### config.mk
export PLATFORM = sky130hd
export DESIGN_NAME = substring_first_match
export DESIGN_NICKNAME = d
export VERILOG_FILES = /design/src/hw/rtl/ssm_pkg.sv /design/src/hw/rtl/ssm_cell.sv /design/src/hw/rtl/substring_first_match.sv
export SDC_FILE = /design/constraint.sdc
export NUM_CORES = 1
export LEC_CHECK = 0
export BUFFER_PORTS_ARGS = -buffer_cell sky130_fd_sc_hd__buf_4
export CAP_MARGIN = 20
export CORE_UTILIZATION = 43
export DETAILED_ROUTE_END_ITERATION = 16
export GPL_ROUTABILITY_DRIVEN = 0
export SKIP_LAST_GASP = 1
export SLEW_MARGIN = 15
export SYNTH_ARGS = -nofsm -noshare
export SYNTH_HDL_FRONTEND = slang
export SYNTH_SLANG_ARGS = --single-unit
### constraint.sdc
create_clock -name clk -period 6.8 [get_ports clk]
set_clock_uncertainty 0.2 [all_clocks]
set_input_delay 0.68 -clock clk [delete_from_list [all_inputs] [get_ports clk]]
set_output_delay 0.68 -clock clk [all_outputs]
set_load 0.02 [all_outputs]
### src/hw/rtl/ssm_pkg.sv
// shared types and constants for the streamed substring search
`timescale 1ns / 1ps

package ssm_pkg;

  localparam int PATTERN_MAX = 16;
  localparam int TEXT_MAX    = 65536;

  localparam int LEN_W   = $clog2(PATTERN_MAX + 1);
  localparam int COUNT_W = $clog2(TEXT_MAX + 1);
  localparam int POS_W   = 16;
  localparam int BYTE_W  = 8;

  typedef enum logic [1:0] {
    MODE_CLEAR  = 2'd0,
    MODE_APPEND = 2'd1,
    MODE_TEXT   = 2'd2,
    MODE_END    = 2'd3
  } mode_t;

  typedef struct packed {
    mode_t             mode;
    logic [BYTE_W-1:0] character;
  } in_t;

  typedef struct packed {
    logic             found;
    logic [POS_W-1:0] position;
    logic             overflow;
  } out_t;

  // per-beat controls broadcast to every cell
  typedef struct packed {
    logic shift_pat;
    logic shift_text;
    logic clr_pat;
    logic clr_text;
  } cell_ctl_t;

endpackage

### src/hw/rtl/ssm_cell.sv
// one cell: a pattern byte and a text byte, both shifting toward the next cell
`timescale 1ns / 1ps

module ssm_cell (
  input  logic                      clk,
  input  logic                      rst,
  input  ssm_pkg::cell_ctl_t        ctl,
  input  logic [ssm_pkg::BYTE_W-1:0] q_in,
  input  logic                      qv_in,
  input  logic [ssm_pkg::BYTE_W-1:0] w_in,
  input  logic                      wv_in,
  output logic [ssm_pkg::BYTE_W-1:0] q_out,
  output logic                      qv_out,
  output logic [ssm_pkg::BYTE_W-1:0] w_out,
  output logic                      wv_out,
  output logic                      hit
);

  logic [ssm_pkg::BYTE_W-1:0] q;
  logic                       qv;
  logic [ssm_pkg::BYTE_W-1:0] w;
  logic                       wv;

  always_ff @(posedge clk) begin
    if (rst) begin
      qv <= 1'b0;
      wv <= 1'b0;
    end else begin
      if (ctl.clr_pat) begin
        qv <= 1'b0;
      end else if (ctl.shift_pat) begin
        qv <= qv_in;
      end
      if (ctl.clr_text) begin
        wv <= 1'b0;
      end else if (ctl.shift_text) begin
        wv <= wv_in;
      end
    end
  end

  always_ff @(posedge clk) begin
    if (ctl.shift_pat) begin
      q <= q_in;
    end
    if (ctl.shift_text) begin
      w <= w_in;
    end
  end

  // compare against the byte that lands here on this text beat
  assign hit    = !qv || (wv_in && (q == w_in));
  assign q_out  = q;
  assign qv_out = qv;
  assign w_out  = w;
  assign wv_out = wv;

endmodule

### src/hw/rtl/substring_first_match.sv
// top level of the streamed first-occurrence substring search
//
// input channel (in_valid, in_stall, in_data): each beat carries a mode and a
// byte: clear the pattern, append one pattern byte, deliver one text byte, or
// end the text. output channel (out_valid, out_stall, out_data): one beat per
// end-of-text beat, giving found, the start position of the first match and
// the text overflow flag.
// a chain of PATTERN_MAX cells holds the pattern, newest byte in cell 0, and
// the most recent text bytes, newest in cell 0, so each cell compares one
// pattern byte with one text byte; the cell hits are and-ed in the same cycle.
// throughput: one beat per cycle of any mode while no end-of-text beat is held
// off, the compare across the cell row being combinational. latency: the result
// beat is valid the cycle after the end-of-text beat is accepted.
// when the receiver stalls, the result waits in the output register; clear,
// append and text beats keep flowing, only a further end-of-text beat is held
// off until the waiting result is taken.
// reset empties the pattern, rearms the text search and drops out_valid.
`timescale 1ns / 1ps

module substring_first_match (
  input  logic          clk,
  input  logic          rst,
  input  logic          in_valid,
  output logic          in_stall,
  input  ssm_pkg::in_t  in_data,
  output logic          out_valid,
  input  logic          out_stall,
  output ssm_pkg::out_t out_data
);

  localparam int N = ssm_pkg::PATTERN_MAX;

  // search state
  logic [ssm_pkg::LEN_W-1:0]   pat_len;
  logic [ssm_pkg::COUNT_W-1:0] text_count;
  logic                        match_seen;
  logic [ssm_pkg::POS_W-1:0]   match_start;
  logic                        overflow_seen;

  // cell row links
  logic [ssm_pkg::BYTE_W-1:0] q_link [N];
  logic [ssm_pkg::BYTE_W-1:0] w_link [N];
  logic [N-1:0]               qv_link;
  logic [N-1:0]               wv_link;
  logic [N-1:0]               hits;

  ssm_pkg::cell_ctl_t ctl;

  logic                        accept;
  logic                        is_clear;
  logic                        is_append;
  logic                        is_text;
  logic                        is_end;
  logic                        text_full;
  logic                        pat_full;
  logic                        record;
  logic [ssm_pkg::COUNT_W-1:0] count_inc;

  // only an end beat needs the output register free
  assign in_stall = out_valid && out_stall && (in_data.mode == ssm_pkg::MODE_END);
  assign accept   = in_valid && !in_stall;

  assign is_clear  = accept && (in_data.mode == ssm_pkg::MODE_CLEAR);
  assign is_append = accept && (in_data.mode == ssm_pkg::MODE_APPEND);
  assign is_text   = accept && (in_data.mode == ssm_pkg::MODE_TEXT);
  assign is_end    = accept && (in_data.mode == ssm_pkg::MODE_END);

  assign text_full = (text_count >= ssm_pkg::COUNT_W'(ssm_pkg::TEXT_MAX));
  assign pat_full  = (pat_len == ssm_pkg::LEN_W'(N));

  assign ctl.shift_pat  = is_append && !pat_full;
  assign ctl.shift_text = is_text && !text_full;
  assign ctl.clr_pat    = is_clear;
  assign ctl.clr_text   = is_clear || is_end;

  genvar i;
  generate
    for (i = 0; i < N; i++) begin : g_cell
      logic [ssm_pkg::BYTE_W-1:0] q_src;
      logic                       qv_src;
      logic [ssm_pkg::BYTE_W-1:0] w_src;
      logic                       wv_src;

      if (i == 0) begin : g_head
        // new bytes enter at the head of the row
        assign q_src  = in_data.character;
        assign qv_src = 1'b1;
        assign w_src  = in_data.character;
        assign wv_src = 1'b1;
      end else begin : g_body
        assign q_src  = q_link[i-1];
        assign qv_src = qv_link[i-1];
        assign w_src  = w_link[i-1];
        assign wv_src = wv_link[i-1];
      end

      ssm_cell u_cell (
        .clk    (clk),
        .rst    (rst),
        .ctl    (ctl),
        .q_in   (q_src),
        .qv_in  (qv_src),
        .w_in   (w_src),
        .wv_in  (wv_src),
        .q_out  (q_link[i]),
        .qv_out (qv_link[i]),
        .w_out  (w_link[i]),
        .wv_out (wv_link[i]),
        .hit    (hits[i])
      );
    end
  endgenerate

  assign count_inc = text_count + ssm_pkg::COUNT_W'(1);

  // first full match of a non-empty pattern, before any overflow
  assign record = ctl.shift_text && !match_seen && !overflow_seen &&
                  (pat_len != '0) && (&hits);

  always_ff @(posedge clk) begin
    if (rst) begin
      pat_len       <= '0;
      text_count    <= '0;
      match_seen    <= 1'b0;
      overflow_seen <= 1'b0;
    end else begin
      if (is_clear) begin
        pat_len <= '0;
      end else if (ctl.shift_pat) begin
        pat_len <= pat_len + ssm_pkg::LEN_W'(1);
      end

      if (ctl.clr_text) begin
        text_count    <= '0;
        match_seen    <= 1'b0;
        overflow_seen <= 1'b0;
      end else if (is_text) begin
        if (text_full) begin
          overflow_seen <= 1'b1;
        end else begin
          text_count <= count_inc;
        end
        if (record) begin
          match_seen <= 1'b1;
        end
      end
    end
  end

  always_ff @(posedge clk) begin
    if (ctl.clr_text) begin
      match_start <= '0;
    end else if (record) begin
      match_start <= ssm_pkg::POS_W'(count_inc - ssm_pkg::COUNT_W'(pat_len));
    end
  end

  // output register
  always_ff @(posedge clk) begin
    if (rst) begin
      out_valid <= 1'b0;
    end else if (is_end) begin
      out_valid <= 1'b1;
    end else if (!out_stall) begin
      out_valid <= 1'b0;
    end
  end

  always_ff @(posedge clk) begin
    if (is_end) begin
      if (pat_len == '0) begin
        out_data.found    <= 1'b1;
        out_data.position <= '0;
      end else begin
        out_data.found    <= match_seen;
        out_data.position <= match_seen ? match_start : '0;
      end
      out_data.overflow <= overflow_seen;
    end
  end

  // a recorded match always belongs to a non-empty pattern
  a_match_has_pattern : assert property (@(posedge clk) disable iff (rst)
    match_seen |-> (pat_len != '0))
    else $error("match recorded with empty pattern");

  // pattern length counter agrees with the cell valid bits
  a_len_matches_cells : assert property (@(posedge clk) disable iff (rst)
    $countones(qv_link) == int'(pat_len))
    else $error("pattern length out of step with cell row");

  // the text count saturates at the limit
  a_count_bounded : assert property (@(posedge clk) disable iff (rst)
    text_count <= ssm_pkg::COUNT_W'(ssm_pkg::TEXT_MAX))
    else $error("text count past limit");

  // an end beat produces a result and rearms the search
  a_end_rearms : assert property (@(posedge clk) disable iff (rst)
    is_end |=> (out_valid && !match_seen && !overflow_seen && (text_count == '0)))
    else $error("end of text did not rearm");

  // input is held off only while a result waits
  a_stall_cause : assert property (@(posedge clk) disable iff (rst)
    in_stall |-> (out_valid && out_stall))
    else $error("input stalled without a waiting result");

endmodule

==> results_dict.tcl <==
set metrics [dict create \
    chipHeight_um 176 \
    crit_chain "ha_1 > and3_1 > xnor2_1 > ha_1 > nand2_1 > o21ai_0 > or4_1 > a211o_1 > o311a_1 > o22ai_2 > a31oi_1 > o31a_1" \
    rsz0062_at_grt "no" \
    cts_sinks 338 \
    synth_cell_types 51 \
    synthFlopType "edfxtp_1" \
    wl_per_cell_um 15.9 \
    synth-seq-cells 338 \
    htreeDepth 2 \
    drt_iter0_drc 428 \
    hold_violations 0 \
    fin_nets 961 \
    startpoint_type "flip-flop" \
    syn_nets 913 \
    worst_pin_slew_ns 0.918 \
    seq_area_um2 9430 \
    ant_nets 0 \
    cp_top_family "compound AO/OA/AOI/OAI gates" \
    fill_cells 2603 \
    drc_errors 0 \
    ctsHoldBuffers 0 \
    cts.clk_slew.worst_paths_ns 0.06 \
    grt_remaining_overflow 0 \
    cts_setup_buffers 0 \
    timing.rr.start "text_count[0]" \
    grt_max_degree 150 \
    cp_max_fo 5 \
    r2r-end "match_start[14]" \
    fmax_mhz 266 \
    tritoncts "yes" \
    design.die.area_um2 31100 \
    area_growth_pct 13.6 \
    cts-buffers-inserted 36 \
    critPathMostFrequentCell "ha_1" \
    syn_avg_cell_area_um2 14.7 \
    root_buffer "clkbuf_16" \
    worstSetupPathType "reg -> reg" \
    max_cap_viol_count 0 \
    die_x_um 176 \
    critical_path.endpoint_type "flip-flop" \
    clock_latency_ns 0.51 \
    yosysTopAreaCell "edfxtp_1" \
    yosysTopAreaCellShare 0.611 \
    layout-drive-gt1-share 0.104 \
    r2r_setup_slack_ns 3.04 \
    multi_input_area_um2 3510 \
    p_per_area_nw_per_um2 281 \
    min_to "out_valid" \
    arrival_ns 3.96 \
    power.leakage_nw 5.02 \
    io_buffers 33 \
    cts_resized 0 \
    tns_ns 0 \
    grt_usage 0.141 \
    via_per_inst 5.01 \
    status "finished, final reports clean" \
    final.min_clock_period_ns 3.76 \
    cp_data_required_time_ns 7.00 \
    drv_slew 0 \
    diodes 0 \
    grt_pass1_vias 6692 \
    syn-cell-area_um2 13100 \
    io-pin-count 34 \
    rows 63 \
    slew_headroom 0.388 \
    timing.final.crit_share 0.553 \
    min-delay-start "rst" \
    antenna_found_initial 0 \
    slowest_stage "or4_1" \
    netlist_instances 890 \
    start_util 0.439 \
    whs_ns 0.135 \
    post-dp-hpwl_mm 13.7 \
    ys_seq_area_frac 0.721 \
    synth_edf_count 266 \
    num_vias 6782 \
    wl_mm 21.6 \
    critPathBufInv 0 \
    holdPathStages 2 \
    synthTopCellsByArea "edfxtp_1 (61%), dfxtp_1 (11%), xor2_1 (8.0%)" \
    critPathMaxStageDelay_ns 0.64 \
    setup_viol 0 \
    r2r_cells 12 \
    hold_class "in -> reg" \
    drtPass1Iterations 4 \
    synth_warnings 0 \
    synthArstFlopShare 0 \
    grt_pass1_wl_mm 34.0 \
    clock_tree.buffer_depth 3 \
    ir_worst_vdd_mv 0.195 \
    coreArea_um2 29800 \
]
[layer usage]
layer | track usage | share of wire | up-vias
met5 | 0 | 0 | -
met4 | 0.0460 | 0.023 | 0
met3 | 0.0250 | 0.041 | 39
met2 | 0.235 | 0.49 | 117
met1 | 0.187 | 0.45 | 3302
li1 | - | - | 3324
[state kept, by name (all words and copies together) (netlist names)]
register and count:
g_cell.u_cell.q_out 128, g_cell.u_cell.qv_out 16, g_cell.u_cell.w_out 120, g_cell.u_cell.wv_out 15, match_seen 1, match_start 16
out_data 18, out_valid 1, overflow_seen 1, pat_len 5, text_count 17
[cell usage after synthesis, drive strengths merged, types with 13 or more instances]
library cell and count:
nand4 23, nor3 23, xnor2 44, a21oi 29, xor2 120, mux2i 28
inv 13, and2 20, nor2 68, nand2 49, nand3 18, nor4 18
edfxtp 266, dfxtp 72, clkbuf 21
[cells by family after synthesis]
kind of cell,Yosys count,share of synthesized area
adders and majority gates,9,0.00919
xor gates and xnor gates,164,0.110
buffers and inverters,41,0.0123
and+or+nand+nor,243,0.0925
muxes,29,0.0223
AOI/OAI and AO/OA,66,0.0327
DFF,338,0.721
[how the worst max path moves through the flow]
stage | startpoint | to | slack [ns] | cells after the start
after detailed placement | text_count[0] | match_start[14] | 3.07 | 12
after CTS | text_count[0] | match_start[14] | 3.05 | 12
final | text_count[0] | match_start[14] | 3.04 | 12
after floorplan | in_valid | g_cell[0].u_cell.w_out[0] | 1.04 | 6
after global placement | text_count[0] | match_start[14] | 3.15 | 12
after global routing | text_count[0] | match_start[14] | 2.78 | 12
[metrics by stage]
stage               setup slack (ns)  instance area, µm²  cells   util  total power, W
floorplan                       1.04               13100    890      -         0.00241
global placement                3.15               13800   1290  0.462         0.00244
detailed placement              3.07               13800   1290  0.462         0.00245
CTS                             3.05               14800   1355  0.498         0.00423
global route                    2.78               14800   1355  0.498         0.00432
finish                          3.04               14800   1355  0.498         0.00418
[cells in the final DEF (no fill, tap or decap), drive strengths merged, types with 2 or more instances in the layout]
master / Yosys / routed
xnor2: 44 / 44
nor2b: 3 / 3
edfxtp: 266 / 266
nand2: 49 / 49
a31oi: 3 / 3
dfxtp: 72 / 72
clkinv: 0 / 8
o31a: 2 / 2
a2111oi: 2 / 2
nand4: 23 / 23
xor2: 120 / 120
nand3: 18 / 18
inv: 13 / 16
a221oi: 2 / 2
ha: 8 / 8
and3: 3 / 3
or3: 3 / 3
a22oi: 6 / 6
buf: 7 / 38
a21oi: 29 / 29
nor3: 23 / 23
o21a: 3 / 3
nor2: 68 / 68
or2: 7 / 7
o21ai: 9 / 9
mux2i: 28 / 28
and2: 20 / 20
o311a: 2 / 2
nand3b: 2 / 2
nor4: 18 / 18
clkbuf: 21 / 54
[power by group]
part / switching (W) / internal [W] / total (W)
Sequential: 0.0000237 / 0.00227 / 0.00229
Combinational: 0.0000725 / 0.0000379 / 0.000110
Clock: 0.000746 / 0.00103 / 0.00178
[final cells by class]
type / instances / area share
Tap cell: 390 / 0.0329
Inverter: 13 / 0.00362
Multi-Input combinational cell: 511 / 0.236
Clock buffer: 54 / 0.0680
Sequential cell: 338 / 0.635
Clock inverter: 11 / 0.00413
Timing Repair Buffer: 38 / 0.0201
No activity file was read; power rests on OpenSTA's default activity.
